## config.mk

```make
export PLATFORM = sky130hd
export DESIGN_NAME = gsm_emit
export DESIGN_NICKNAME = d
export VERILOG_FILES = /design/src/hdl/gsm_pkg.sv /design/src/hdl/gsm_emit.sv
export SDC_FILE = /design/constraint.sdc
export NUM_CORES = 1
export LEC_CHECK = 0
export ABC_AREA = 1
export BUFFER_PORTS_ARGS = -buffer_cell sky130_fd_sc_hd__buf_2
export CAP_MARGIN = 20
export CORE_UTILIZATION = 45
export DETAILED_ROUTE_END_ITERATION = 8
export HOLD_SLACK_MARGIN = 0.02
export PLACE_DENSITY_LB_ADDON = 0.25
export SLEW_MARGIN = 15
export SYNTH_ARGS = -nofsm -noshare
export SYNTH_HDL_FRONTEND = slang
export SYNTH_SLANG_ARGS = --single-unit
```

## constraint.sdc

```tcl
create_clock -name clk_i -period 32.9 [get_ports clk_i]
set_clock_uncertainty 0.15 [all_clocks]
set_input_delay 3.29 -clock clk_i [delete_from_list [all_inputs] [get_ports clk_i]]
set_output_delay 3.29 -clock clk_i [all_outputs]
set_load 0.005 [all_outputs]
```

## src/hdl/gsm_pkg.sv

```systemverilog
// ----------------------------------------------------------------------------
// gsm_pkg
// shared types, widths and constants of the grid simplex mesh generator
// ----------------------------------------------------------------------------
package gsm_pkg;

  // fixed field widths
  localparam int unsigned CELL_W = 10;
  localparam int unsigned GRID_W = 10;
  localparam int unsigned VTX_W  = 30;
  localparam int unsigned POS_W  = 32;
  localparam int unsigned SPC_W  = 31;
  localparam int unsigned CFG_W  = 32;
  localparam int unsigned IDX_W  = 3;

  // cell count limit and fixed point format
  localparam int unsigned MAX_CELLS = 1023;
  localparam int unsigned FRAC_BITS = 16;

  localparam logic [SPC_W-1:0] SPACING_ONE = SPC_W'(1) << FRAC_BITS;

  // configuration register indexes
  typedef enum logic [IDX_W-1:0] {
    REG_THREE_DIM = 3'd0,
    REG_CELLS_X   = 3'd1,
    REG_CELLS_Y   = 3'd2,
    REG_CELLS_Z   = 3'd3,
    REG_SPACING   = 3'd4,
    REG_CENTER_X  = 3'd5,
    REG_CENTER_Y  = 3'd6,
    REG_CENTER_Z  = 3'd7
  } reg_idx_e;

  // what a request turns into
  typedef enum logic [1:0] {
    KIND_BAD   = 2'd0,
    KIND_POINT = 2'd1,
    KIND_TRI   = 2'd2,
    KIND_TET   = 2'd3
  } kind_e;

  // configuration register file
  typedef struct packed {
    logic              three_dim;
    logic [CELL_W-1:0] cells_x;
    logic [CELL_W-1:0] cells_y;
    logic [CELL_W-1:0] cells_z;
    logic [SPC_W-1:0]  spacing;
    logic [POS_W-1:0]  center_x;
    logic [POS_W-1:0]  center_y;
    logic [POS_W-1:0]  center_z;
  } cfg_t;

  // finished arithmetic of one request, handed to the result sequencer
  typedef struct packed {
    kind_e            kind;
    logic             parity;
    logic [POS_W-1:0] pos_x;
    logic [POS_W-1:0] pos_y;
    logic [POS_W-1:0] pos_z;
    logic [VTX_W-1:0] base;
    logic [10:0]      row;
    logic [20:0]      plane;
  } calc_t;

endpackage

```

## src/hdl/gsm_emit.sv

```systemverilog
// ----------------------------------------------------------------------------
// gsm_emit
// holds one request and plays out its result words through an output register
// ----------------------------------------------------------------------------
module gsm_emit (
  input  logic                      clk_i,
  input  logic                      rst_ni,
  input  logic                      in_valid_i,
  output logic                      in_ready_o,
  input  gsm_pkg::calc_t            in_i,
  output logic                      out_valid_o,
  input  logic                      out_stall_i,
  output logic [gsm_pkg::VTX_W-1:0] out_vertex_a_o,
  output logic [gsm_pkg::VTX_W-1:0] out_vertex_b_o,
  output logic [gsm_pkg::VTX_W-1:0] out_vertex_c_o,
  output logic [gsm_pkg::VTX_W-1:0] out_vertex_d_o,
  output logic [gsm_pkg::POS_W-1:0] out_pos_x_o,
  output logic [gsm_pkg::POS_W-1:0] out_pos_y_o,
  output logic [gsm_pkg::POS_W-1:0] out_pos_z_o,
  output logic                      out_is_last_o,
  output logic                      out_bad_request_o
);
  import gsm_pkg::*;

  // corner codes {a, b, c, d} of simplex k; corner bit 0 = +1, 1 = +row, 2 = +plane
  function automatic logic [11:0] corners(kind_e kind, logic par, logic [2:0] k);
    logic [11:0] r;
    r = '0;
    unique case (kind)
      KIND_TET: begin
        unique case (k)
          3'd0:    r = {3'd0, 3'd4, 3'd2, 3'd5};
          3'd1:    r = {3'd0, 3'd2, 3'd1, 3'd5};
          3'd2:    r = {3'd1, 3'd2, 3'd3, 3'd5};
          3'd3:    r = {3'd2, 3'd5, 3'd4, 3'd6};
          3'd4:    r = {3'd2, 3'd7, 3'd5, 3'd6};
          3'd5:    r = {3'd2, 3'd3, 3'd5, 3'd7};
          default: r = '0;
        endcase
      end
      KIND_TRI: begin
        // diagonal flips with the parity of x and y
        if (par) begin
          r = k[0] ? {3'd1, 3'd2, 3'd3, 3'd0} : {3'd0, 3'd2, 3'd1, 3'd0};
        end else begin
          r = k[0] ? {3'd0, 3'd3, 3'd1, 3'd0} : {3'd0, 3'd2, 3'd3, 3'd0};
        end
      end
      default: r = '0;
    endcase
    return r;
  endfunction

  function automatic logic [VTX_W-1:0] vertex_at(logic [VTX_W-1:0] base, logic [10:0] row,
                                                 logic [20:0] plane, logic [2:0] code);
    logic [VTX_W-1:0] r;
    r = base + VTX_W'(code[0]) + (code[1] ? VTX_W'(row) : '0) +
        (code[2] ? VTX_W'(plane) : '0);
    return r;
  endfunction

  // held request
  logic             hold_v_q;
  logic [2:0]       k_q;
  kind_e            kind_q;
  logic             par_q;
  logic [POS_W-1:0] pos_x_q, pos_y_q, pos_z_q;
  logic [VTX_W-1:0] base_q;
  logic [10:0]      row_q;
  logic [20:0]      plane_q;

  logic        out_v_q;
  logic        out_free;
  logic        out_load;
  logic        step_last;
  logic        hold_load;
  logic [11:0] code;

  always_comb begin
    unique case (kind_q)
      KIND_TET: step_last = (k_q == 3'd5);
      KIND_TRI: step_last = (k_q == 3'd1);
      default:  step_last = 1'b1;
    endcase
  end

  assign out_free   = !out_v_q || !out_stall_i;
  assign out_load   = hold_v_q && out_free;
  assign in_ready_o = !hold_v_q || (out_free && step_last);
  assign hold_load  = in_valid_i && in_ready_o;
  assign code       = corners(kind_q, par_q, k_q);

  // control of hold and output registers
  always_ff @(posedge clk_i or negedge rst_ni) begin
    if (!rst_ni) begin
      hold_v_q <= 1'b0;
      k_q      <= '0;
      out_v_q  <= 1'b0;
    end else begin
      if (hold_load) begin
        hold_v_q <= 1'b1;
      end else if (out_load && step_last) begin
        hold_v_q <= 1'b0;
      end
      if (out_load) begin
        k_q <= step_last ? 3'd0 : k_q + 3'd1;
      end
      if (out_load) begin
        out_v_q <= 1'b1;
      end else if (!out_stall_i) begin
        out_v_q <= 1'b0;
      end
    end
  end

  // request payload
  always_ff @(posedge clk_i) begin
    if (hold_load) begin
      kind_q  <= in_i.kind;
      par_q   <= in_i.parity;
      pos_x_q <= in_i.pos_x;
      pos_y_q <= in_i.pos_y;
      pos_z_q <= in_i.pos_z;
      base_q  <= in_i.base;
      row_q   <= in_i.row;
      plane_q <= in_i.plane;
    end
  end

  // output word
  always_ff @(posedge clk_i) begin
    if (out_load) begin
      out_vertex_a_o    <= '0;
      out_vertex_b_o    <= '0;
      out_vertex_c_o    <= '0;
      out_vertex_d_o    <= '0;
      out_pos_x_o       <= '0;
      out_pos_y_o       <= '0;
      out_pos_z_o       <= '0;
      out_is_last_o     <= step_last;
      out_bad_request_o <= 1'b0;
      unique case (kind_q)
        KIND_BAD: begin
          out_bad_request_o <= 1'b1;
        end
        KIND_POINT: begin
          out_pos_x_o <= pos_x_q;
          out_pos_y_o <= pos_y_q;
          out_pos_z_o <= pos_z_q;
        end
        KIND_TRI: begin
          out_vertex_a_o <= vertex_at(base_q, row_q, plane_q, code[11:9]);
          out_vertex_b_o <= vertex_at(base_q, row_q, plane_q, code[8:6]);
          out_vertex_c_o <= vertex_at(base_q, row_q, plane_q, code[5:3]);
        end
        KIND_TET: begin
          out_vertex_a_o <= vertex_at(base_q, row_q, plane_q, code[11:9]);
          out_vertex_b_o <= vertex_at(base_q, row_q, plane_q, code[8:6]);
          out_vertex_c_o <= vertex_at(base_q, row_q, plane_q, code[5:3]);
          out_vertex_d_o <= vertex_at(base_q, row_q, plane_q, code[2:0]);
        end
      endcase
    end
  end

  assign out_valid_o = out_v_q;

endmodule

```

==> qor.csv <==
metric,value,unit
clk_pin_slew,0.06,ns
rsz0062_at_grt,false,
grt_pass1_wl,93.2,mm
outcome,"complete, but fails checks",
cp-end-kind,primary output,
violations,DRC,
detailed_place_hpwl,49.0,mm
post_cts_buffers,0,
synth_cells,2394,
hold_viol,0,
cts_buffer_depth,3,
async_flop_share,0.0130,
nFillCells,4316,
tightest_slew,1.13,ns
routedWlPerCell,18.3,µm
synth-seq-cells,384,
htreeDepth,2,
vias_per_cell,5.05,
antenna_found_initial,2,
synth_edf_count,379,
io_buffers,384,
final_cell_mix,"nand2_1 (598), inv_1 (431), nor2_1 (397), buf_2 (384), edfxtp_1 (379)",
critPathMostFrequentCell,buf_2,
min_period,7.31,ns
rows,79,
clock_latency,0.57,ns
crit_fanout,3,
cts_tree,built,
vias,17316,
avgSynthCellArea,8.92,µm²
worst_setup_path_start_kind,primary input,
finalSetupViolCount,0,
ys.flop_type,edfxtp_1,
r2r_cells,16,
ff_latch_area,11500,µm²
arrival,3.87,ns
drc,16,
drt_iter0_drc,1255,
maxCapViolCount,0,
cts-root-buf,clkbuf_16,
tns,0,ns
fp.dieH,220,µm
critPathKind,primary input to primary output,
slowest_stage,o21ai_2,
final_common_cell,nand2_1,
ys_warn_count,0,
die_w,220,µm
drive_gt1_frac,0.166,
track_usage,0.258,
cellPowerDensity,55.6,nW/µm²
area_growth,18.3,%
ir_drop,0.0000451,V
initial_core_util,0.458,
routed_wirelength,62.8,mm
cp_top_family,buffers and inverters,
numClockSinks,384,
hold_depth,2,
cts.repair.resized,0,
n_antenna_cell,0,
finalNetCount,3110,
grt_start_max_net_pins,165,
hp-class,flip-flop to flip-flop,
ioPinCount,385,
grt_pass1_vias,17040,
cp.depth,5,
ctsHoldBuffers,0,
final-max-slew-violation-count,0,
coreArea,46700,µm²
multiInputGateArea,8070,µm²
max_freq,137,MHz
gp_congestion,1.01,
syn_nets,2710,
grt.overflow.total,0,
synth.yosys.seq_area_share,0.539,
relSlewSlack,0.250,
fin_cells,3432,
min_period_over_period,0.222,
path_cells,"buf_2, nand2_1, inv_1, o21ai_2, buf_2",
worst_path_largest_cell_delay,0.18,ns
dieArea,48300,µm²
numCtsBuffers,40,
crit_required,29.46,ns
postRouteAntennaNets,0,
placedCellCount,3359,
cp_num_buf_inv,3,
first_pass_iters,7,
p_leak,12.5,nW
synth_cell_types,40,
syn_area,21300,µm²
area by class of cell:
cell class / count / area share
Timing Repair Buffer: 393 / 0.0793
Sequential cell: 384 / 0.456
Tap cell: 607 / 0.0301
Inverter: 434 / 0.0647
Clock inverter: 25 / 0.00966
Multi-Input combinational cell: 1541 / 0.320
Clock buffer: 48 / 0.0408
power by group:
group	internal (mW)	switching, mW	total (mW)	leakage, nW
combinational	0.105	0.222	0.328	8.07
clock	0.257	0.189	0.445	0.632
sequential	0.608	0.0222	0.630	3.76
final timing paths:
| kind | startpoint | endpoint | slack (ns) |
|---|---|---|---|
| setup / recovery | out_stall_i | in_ready_o | 25.59 |
| hold / removal | hold_v_q$_DFFE_PN0P_ | hold_v_q$_DFFE_PN0P_ | 0.36 |
| setup reg to reg | kind_q[1]$_DFFE_PP_ | out_vertex_b_o[22]$_SDFFCE_PP0P_ | 27.27 |
| hold reg to reg | hold_v_q$_DFFE_PN0P_ | hold_v_q$_DFFE_PN0P_ | 0.36 |
| max in group asynchronous | rst_ni | k_q[0]$_DFFE_PN0P_ | 30.06 |
| min in group asynchronous | rst_ni | out_valid_o$_DFFE_PN0P_ | 2.39 |
sequential cells by signal, summed over array words and instances, names as in the netlist, 2 cells and up:
signal and count:
out_vertex_b_o 30, out_vertex_c_o 30, pos_z_q 32, k_q 3, out_vertex_a_o 30, row_q 11, out_pos_x_o 32, pos_x_q 32
pos_y_q 32, kind_q 2, out_pos_z_o 32, out_pos_y_o 32, base_q 30, out_vertex_d_o 30, plane_q 21
metal layers:
metal | part of all wire | global-route usage
met1 | 0.41 | 0.317
met2 | 0.49 | 0.448
met4 | 0.023 | 0.0789
met3 | 0.077 | 0.0598
met5 | 0.00021 | 0
worst min-delay path, stage by stage, from the launching register on:
cell and delay [ns]:
dfrtp_1 0.35, o21ai_2 0.07, nand2_1 0.05
cells in the mapped netlist (3+ instances only):
cell type / n / area (µm²)
inv_1: 431 / 1620
buf_2: 11 / 55.1
nand4_1: 21 / 131
a21boi_0: 3 / 22.5
nor3_1: 31 / 155
clkbuf_1: 19 / 71.3
fa_1: 38 / 761
a31oi_1: 6 / 37.5
o21bai_1: 13 / 97.6
xor2_1: 3 / 26.3
nor2_1: 399 / 1500
nand3_1: 97 / 485
a21oi_1: 133 / 666
edfxtp_1: 379 / 11400
dfrtp_1: 5 / 125
ha_1: 113 / 1410
nand2_1: 599 / 2250
o21ai_0: 57 / 285
buf_4: 3 / 22.5
and2_1: 8 / 50.1
cells by family after synthesis:
| family | synth area share |
|---|---|
| AOI/OAI and AO/OA | 0.0539 |
| xor gates and xnor gates | 0.00164 |
| buffers and inverters | 0.0842 |
| adders and majority gates | 0.102 |
| and+or+nand+nor | 0.219 |
| DFF | 0.539 |
stage by stage:
stage	setup WS, ns	hold slack [ns]	cell area, µm²	util	power (mW)
4_1_cts	25.59	0.364	25200	0.541	1.41
6_report	25.59	0.361	25200	0.541	1.40
3_5_place_dp	25.59	0.352	24000	0.514	0.964
5_1_grt	25.53	0.395	25200	0.541	1.47
2_1_floorplan	19.20	0.318	21300	-	0.848
3_3_place_gp	25.60	0.323	24000	0.514	0.960
Note: power is estimated with default switching activity, not from simulation.
