## src/hdl/gsm_pkg.sv

```systemverilog
// ----------------------------------------------------------------------------
// gsm_pkg
// shared types, widths and constants of the grid simplex mesh generator
// ----------------------------------------------------------------------------
package gsm_pkg;

  // fixed field widths
  localparam int unsigned CELL_W = 10;
  localparam int unsigned GRID_W = 10;
  localparam int unsigned VTX_W  = 30;
  localparam int unsigned POS_W  = 32;
  localparam int unsigned SPC_W  = 31;
  localparam int unsigned CFG_W  = 32;
  localparam int unsigned IDX_W  = 3;

  // cell count limit and fixed point format
  localparam int unsigned MAX_CELLS = 1023;
  localparam int unsigned FRAC_BITS = 16;

  localparam logic [SPC_W-1:0] SPACING_ONE = SPC_W'(1) << FRAC_BITS;

  // configuration register indexes
  typedef enum logic [IDX_W-1:0] {
    REG_THREE_DIM = 3'd0,
    REG_CELLS_X   = 3'd1,
    REG_CELLS_Y   = 3'd2,
    REG_CELLS_Z   = 3'd3,
    REG_SPACING   = 3'd4,
    REG_CENTER_X  = 3'd5,
    REG_CENTER_Y  = 3'd6,
    REG_CENTER_Z  = 3'd7
  } reg_idx_e;

  // what a request turns into
  typedef enum logic [1:0] {
    KIND_BAD   = 2'd0,
    KIND_POINT = 2'd1,
    KIND_TRI   = 2'd2,
    KIND_TET   = 2'd3
  } kind_e;

  // configuration register file
  typedef struct packed {
    logic              three_dim;
    logic [CELL_W-1:0] cells_x;
    logic [CELL_W-1:0] cells_y;
    logic [CELL_W-1:0] cells_z;
    logic [SPC_W-1:0]  spacing;
    logic [POS_W-1:0]  center_x;
    logic [POS_W-1:0]  center_y;
    logic [POS_W-1:0]  center_z;
  } cfg_t;

  // finished arithmetic of one request, handed to the result sequencer
  typedef struct packed {
    kind_e            kind;
    logic             parity;
    logic [POS_W-1:0] pos_x;
    logic [POS_W-1:0] pos_y;
    logic [POS_W-1:0] pos_z;
    logic [VTX_W-1:0] base;
    logic [10:0]      row;
    logic [20:0]      plane;
  } calc_t;

endpackage

```

## src/hdl/gsm_calc.sv

```systemverilog
// ----------------------------------------------------------------------------
// gsm_calc
// three stage arithmetic pipe: range check, products, position and base index
// ----------------------------------------------------------------------------
module gsm_calc (
  input  logic                       clk_i,
  input  logic                       rst_ni,
  input  gsm_pkg::cfg_t              cfg_i,
  input  logic                       in_valid_i,
  output logic                       in_ready_o,
  input  logic                       cmd_i,
  input  logic [gsm_pkg::GRID_W-1:0] grid_x_i,
  input  logic [gsm_pkg::GRID_W-1:0] grid_y_i,
  input  logic [gsm_pkg::GRID_W-1:0] grid_z_i,
  output logic                       out_valid_o,
  input  logic                       out_ready_i,
  output gsm_pkg::calc_t             out_o
);
  import gsm_pkg::*;

  // floor of t/2, saturated to the signed 32 bit range
  function automatic logic [POS_W-1:0] half_sat(logic [44:0] t);
    logic [43:0] h;
    h = t[44:1];
    if (h[43:31] == {13{h[43]}}) begin
      return h[31:0];
    end else if (h[43]) begin
      return 32'h8000_0000;
    end else begin
      return 32'h7FFF_FFFF;
    end
  endfunction

  // stage advance chain
  logic s1_v_q, s2_v_q, s3_v_q;
  logic s1_adv, s2_adv, s3_adv;

  assign s3_adv     = !s3_v_q || out_ready_i;
  assign s2_adv     = !s2_v_q || s3_adv;
  assign s1_adv     = !s1_v_q || s2_adv;
  assign in_ready_o = s1_adv;

  always_ff @(posedge clk_i or negedge rst_ni) begin
    if (!rst_ni) begin
      s1_v_q <= 1'b0;
      s2_v_q <= 1'b0;
      s3_v_q <= 1'b0;
    end else begin
      if (s1_adv) s1_v_q <= in_valid_i;
      if (s2_adv) s2_v_q <= s1_v_q;
      if (s3_adv) s3_v_q <= s2_v_q;
    end
  end

  // stage 1: range check, centered offsets and stride products
  logic        pt_ok, cl_ok;
  kind_e       kind_d;
  logic [11:0] dx_d, dy_d, dz_d;
  logic [10:0] sy_d, sz_d;
  logic [21:0] sxy_full;
  logic [20:0] gysz_full;

  always_comb begin
    pt_ok = (grid_x_i <= cfg_i.cells_x) && (grid_y_i <= cfg_i.cells_y) &&
            (!cfg_i.three_dim || (grid_z_i <= cfg_i.cells_z));
    cl_ok = (grid_x_i < cfg_i.cells_x) && (grid_y_i < cfg_i.cells_y) &&
            (!cfg_i.three_dim || (grid_z_i < cfg_i.cells_z));
    priority if (!cmd_i && !pt_ok) begin
      kind_d = KIND_BAD;
    end else if (cmd_i && !cl_ok) begin
      kind_d = KIND_BAD;
    end else if (!cmd_i) begin
      kind_d = KIND_POINT;
    end else if (cfg_i.three_dim) begin
      kind_d = KIND_TET;
    end else begin
      kind_d = KIND_TRI;
    end
  end

  assign dx_d      = {1'b0, grid_x_i, 1'b0} - {2'b00, cfg_i.cells_x};
  assign dy_d      = {1'b0, grid_y_i, 1'b0} - {2'b00, cfg_i.cells_y};
  assign dz_d      = {1'b0, grid_z_i, 1'b0} - {2'b00, cfg_i.cells_z};
  assign sy_d      = {1'b0, cfg_i.cells_y} + 11'd1;
  assign sz_d      = {1'b0, cfg_i.cells_z} + 11'd1;
  assign sxy_full  = {11'b0, sy_d} * {11'b0, sz_d};
  assign gysz_full = {11'b0, grid_y_i} * {10'b0, sz_d};

  kind_e       s1_kind_q;
  logic        s1_par_q;
  logic [9:0]  s1_gx_q, s1_gy_q, s1_gz_q;
  logic [11:0] s1_dx_q, s1_dy_q, s1_dz_q;
  logic [10:0] s1_sy_q, s1_sz_q;
  logic [20:0] s1_sxy_q, s1_gysz_q;

  always_ff @(posedge clk_i) begin
    if (s1_adv) begin
      s1_kind_q <= kind_d;
      s1_par_q  <= grid_x_i[0] ^ grid_y_i[0];
      s1_gx_q   <= grid_x_i;
      s1_gy_q   <= grid_y_i;
      s1_gz_q   <= grid_z_i;
      s1_dx_q   <= dx_d;
      s1_dy_q   <= dy_d;
      s1_dz_q   <= dz_d;
      s1_sy_q   <= sy_d;
      s1_sz_q   <= sz_d;
      s1_sxy_q  <= sxy_full[20:0];
      s1_gysz_q <= gysz_full;
    end
  end

  // stage 2: spacing products and x stride product
  logic signed [43:0] spc_s;
  logic signed [43:0] px_d, py_d, pz_d;
  logic [20:0]        xmul;
  logic [30:0]        gxs_d;
  logic [20:0]        lo_d;

  assign spc_s = $signed({13'b0, cfg_i.spacing});
  assign px_d  = $signed(44'($signed(s1_dx_q))) * spc_s;
  assign py_d  = $signed(44'($signed(s1_dy_q))) * spc_s;
  assign pz_d  = $signed(44'($signed(s1_dz_q))) * spc_s;
  assign xmul  = cfg_i.three_dim ? s1_sxy_q : {10'b0, s1_sy_q};
  assign gxs_d = {21'b0, s1_gx_q} * {10'b0, xmul};
  assign lo_d  = cfg_i.three_dim ? (s1_gysz_q + {11'b0, s1_gz_q}) : {11'b0, s1_gy_q};

  kind_e       s2_kind_q;
  logic        s2_par_q;
  logic [43:0] s2_px_q, s2_py_q, s2_pz_q;
  logic [30:0] s2_gxs_q;
  logic [20:0] s2_lo_q;
  logic [10:0] s2_row_q;
  logic [20:0] s2_plane_q;

  always_ff @(posedge clk_i) begin
    if (s2_adv) begin
      s2_kind_q  <= s1_kind_q;
      s2_par_q   <= s1_par_q;
      s2_px_q    <= px_d;
      s2_py_q    <= py_d;
      s2_pz_q    <= pz_d;
      s2_gxs_q   <= gxs_d;
      s2_lo_q    <= lo_d;
      s2_row_q   <= cfg_i.three_dim ? s1_sz_q : s1_sy_q;
      s2_plane_q <= s1_sxy_q;
    end
  end

  // stage 3: add the doubled center, halve and saturate; base vertex index
  logic [44:0] tx, ty, tz;
  logic [30:0] base_sum;

  assign tx = {s2_px_q[43], s2_px_q} + {{12{cfg_i.center_x[31]}}, cfg_i.center_x, 1'b0};
  assign ty = {s2_py_q[43], s2_py_q} + {{12{cfg_i.center_y[31]}}, cfg_i.center_y, 1'b0};
  assign tz = {s2_pz_q[43], s2_pz_q} + {{12{cfg_i.center_z[31]}}, cfg_i.center_z, 1'b0};
  assign base_sum = s2_gxs_q + {10'b0, s2_lo_q};

  calc_t s3_q;

  always_ff @(posedge clk_i) begin
    if (s3_adv) begin
      s3_q.kind   <= s2_kind_q;
      s3_q.parity <= s2_par_q;
      s3_q.pos_x  <= half_sat(tx);
      s3_q.pos_y  <= half_sat(ty);
      s3_q.pos_z  <= cfg_i.three_dim ? half_sat(tz) : '0;
      s3_q.base   <= base_sum[VTX_W-1:0];
      s3_q.row    <= s2_row_q;
      s3_q.plane  <= s2_plane_q;
    end
  end

  assign out_valid_o = s3_v_q;
  assign out_o       = s3_q;

endmodule

```

## config.mk

```make
export PLATFORM = sky130hd
export DESIGN_NAME = gsm_calc
export DESIGN_NICKNAME = d
export VERILOG_FILES = /design/src/hdl/gsm_pkg.sv /design/src/hdl/gsm_calc.sv
export SDC_FILE = /design/constraint.sdc
export NUM_CORES = 2
export LEC_CHECK = 0
export ABC_AREA = 1
export BUFFER_PORTS_ARGS = -buffer_cell sky130_fd_sc_hd__buf_2
export CAP_MARGIN = 0
export CORE_MARGIN = 10
export CORE_UTILIZATION = 37
export CTS_CLUSTER_DIAMETER = 50
export DETAILED_ROUTE_END_ITERATION = 8
export HOLD_SLACK_MARGIN = 0.06
export SLEW_MARGIN = 20
export SYNTH_ARGS = -nofsm -noshare
export SYNTH_HDL_FRONTEND = slang
export SYNTH_SLANG_ARGS = --single-unit
export TNS_END_PERCENT = 5
```

## constraint.sdc

```tcl
create_clock -name clk_i -period 34.2 [get_ports clk_i]
set_input_delay 6.84 -clock clk_i [delete_from_list [all_inputs] [get_ports clk_i]]
set_output_delay 6.84 -clock clk_i [all_outputs]
set_load 0.02 [all_outputs]
```

==> out/qor.txt <==
final design utilization = 40.59%
first-pass GRT wire length = 386.3 mm
CTS H-Tree Depth = 3
share of layout cells above drive strength 1 = 6.798%
fin nets = 12,194
gp weighted congestion = 0.9680
Fmax achieved = 0.06538 GHz
total track usage = 20.57%
unrepaired setup endpoints after global routing = no
final worst path period share = 44.72%
hold_buf cts = 0
die height = 487.1 um
synth-to-layout area growth = 9.193%
Clk Tree Root Cell = clkbuf_16
M3 GR Usage = 3.316%
Distinct cells, synth = 53
relative slew slack = 25.22%
met2 usage = 34.56%
asr flop ratio synth = 0.5859%
Hold Path Class = flip-flop to flip-flop
Hold Vio Cnt, Final = 0
CP top delay family = simple AND/OR/NAND/NOR gates
IO Count = 356
prevailing post-synth register cell = edfxtp_1
number of synthesized register bits = 512
number of setup buffers added after CTS = 0
critical path class = primary input to primary output
Critical Path Fanout Max = 44
WL per Instance = 18.88 um
Port Buf Inserts = 355
yosys warns = 0
final routed DRC violation total = 0
TritonCTS Buffers = 81
slowest cell on the critical path = nor2_1
status = complete, no violations
CP Capture Type = primary output
routed vias/inst = 5.018
Mapped Avg Cell Area = 8.172 um^2
Max Buffers Root-to-Sink = 3
vias in the first global route = 68,655
Rows = 171
Initial Util = 37.17%
Die Span X = 487.1 um
Buf/Inv on CP = 3
first drt pass iteration count = 6
syn nets = 11,987
Skew-Pair Late Insertion Delay = 730 ps
register area share after synthesis = 19.03%
WP data arrival = 8450 ps
clk sink count = 512
largest net degree at the start of global routing = 88
Vias = 65,294
final HPWL from detailed placement = 197.7 mm
max incr delay on CP = 600 ps
Slew Limit Fails = 0
WL final = 245.7 mm
total gr overflow = 0
cells resized by post-CTS repair = 0
EDFF count, synth = 509
clk slew on worst S/H paths = 50 ps
final setup fails = 0
initial antenna violation count = 19
cell breakdown of the critical path = buf_2 > inv_1 > nand2_4 > nor2_1 > nand2_4 > buf_2
final clock skew = 32.39 ps
initial drt markers = 4,606
core area = 0.2172 mm^2
Cells after Synth = 9,878
minimum clock period = 15,290 ps
GRT Max-Usage Layer = met2
antenna violation net count after detailed routing = 0
Req. time, crit path = 27,360 ps
Tightest Pin Transition = 1122 ps
GR Util met1 = 27.03%
crit path launch type = primary input
Mapped Area = 0.08072 mm^2
max-cap viol count = 0
TritonCTS clock tree = yes
Setup TNS = 0 ps
DIE AREA = 0.2373 mm^2
-- cells in the mapped netlist (32+ instances only) --
library cell,instances,area (um^2)
fa_1,1179,23600
o21ai_0,224,1121
nor3_1,44,220.2
ha_1,737,9221
clkbuf_1,246,923.4
nand4_1,54,337.8
nand3_1,230,1151
xnor2_1,129,1130
edfxtp_1,509,15280
a21oi_1,438,2192
inv_1,2234,8386
buf_1,32,120.1
a31oi_1,70,437.9
nand2_1,2465,9253
nor2_1,712,2673
xor2_1,215,1883
nand3_2,34,340.3
-- worst reg2reg max path: stages, from the launching register on --
cell and delay (ps):
edfxtp_1 360, buf_4 230, inv_1 780, nor2_1 140
fa_1 500, fa_1 620, fa_1 480, fa_1 500
inv_1 70, fa_1 480, inv_1 40, ha_1 370
nand2_1 120, nor2_1 150, nand2_1 110, o21ai_0 590
a31oi_1 260, o21ai_0 330, a21oi_1 130, xnor2_1 320
-- final cells by class --
type	count	area (um^2)
Multi-Input combinational cell	6806	55660
Timing Repair Buffer	432	2355
Fill cell	21997	129000
Clock buffer	90	2082
Clock inverter	58	635.6
Inverter	2252	8461
Antenna cell	8	20.02
Sequential cell	512	15360
Tap cell	2854	3571
-- sequential cells by signal (all words and copies together), names as in the netlist, 10 cells and up --
signal	flops
out_o	161
s2_px_q	43
s2_py_q	43
s2_pz_q	43
s2_gxs_q	30
s1_gysz_q	21
s1_sxy_q	21
s2_lo_q	21
s2_plane_q	21
s1_dx_q	12
s1_dy_q	12
s1_dz_q	12
s1_sy_q	11
s1_sz_q	11
s2_row_q	11
s1_gx_q	10
s1_gy_q	10
s1_gz_q	10
-- worst paths after layout --
check | slack, ps | cells past startpoint | end | startpoint
worst min-delay path | 420 | 0 | out_o[160]$_DFFE_PP_ | s2_kind_q[1]$_DFFE_PP_
min in group asynchronous | 5890 | 1 | s1_v_q$_DFFE_PN0P_ | rst_ni
worst max register to register | 27380 | 19 | s2_px_q[39]$_DFFE_PP_ | s1_dx_q[11]$_DFFE_PP_
worst min register to register | 420 | 0 | out_o[160]$_DFFE_PP_ | s2_kind_q[1]$_DFFE_PP_
max in group asynchronous | 28210 | 1 | out_valid_o$_DFFE_PN0P_ | rst_ni
worst max-delay path | 18910 | 6 | in_ready_o | out_ready_i
-- routing by layer --
metal  part of all wire, %  wire length (um)
met1                    43            105200
met3                   6.6             16270
met4                   3.2              7843
met5                 0.043               106
met2                    47            116300
-- metrics by stage --
| stage | area, um^2 | worst slack [ps] | std cells | hold slack, ps |
|---|---|---|---|---|
| 2_1_floorplan | 80720 | 13710 | 9878 | 400.3 |
| 3_5_place_dp | 85400 | 18870 | 12856 | 404.5 |
| 4_1_cts | 88120 | 18860 | 13004 | 417.7 |
| 6_report | 88140 | 18910 | 13012 | 418.7 |
| 3_3_place_gp | 85400 | 18900 | 12856 | 403.9 |
| 5_1_grt | 88140 | 18790 | 13009 | 423.0 |
-- cells in the final DEF, fill, tap and decap left out, types with 44 or more instances in the layout --
cell and count:
inv_1 2232, a31oi_1 70, xnor2_1 129, a21oi_1 438, o21ai_0 224, fa_1 1179, nand3_1 230, nand2_1 2463
buf_2 355, nand4_1 54, nor3_1 44, ha_1 737, edfxtp_1 509, buf_4 77, clkbuf_16 82, xor2_1 215
nor2_1 711
-- cell families (layout without fill, tap and decap cells) --
group / count (synthesis) / in the layout / synth area share (%)
buf+inv: 2560 / 2832 / 12.05
simple gates: 3621 / 3621 / 18.02
fa+ha+maj: 1916 / 1916 / 40.66
xor+xnor: 344 / 344 / 3.732
compound gates: 925 / 925 / 6.502
flops: 512 / 512 / 19.03
other cells: 0 / 8 / 0
Power is not shown: default switching activity piles up to over one toggle a cycle in this logic, so the estimate is an artifact.
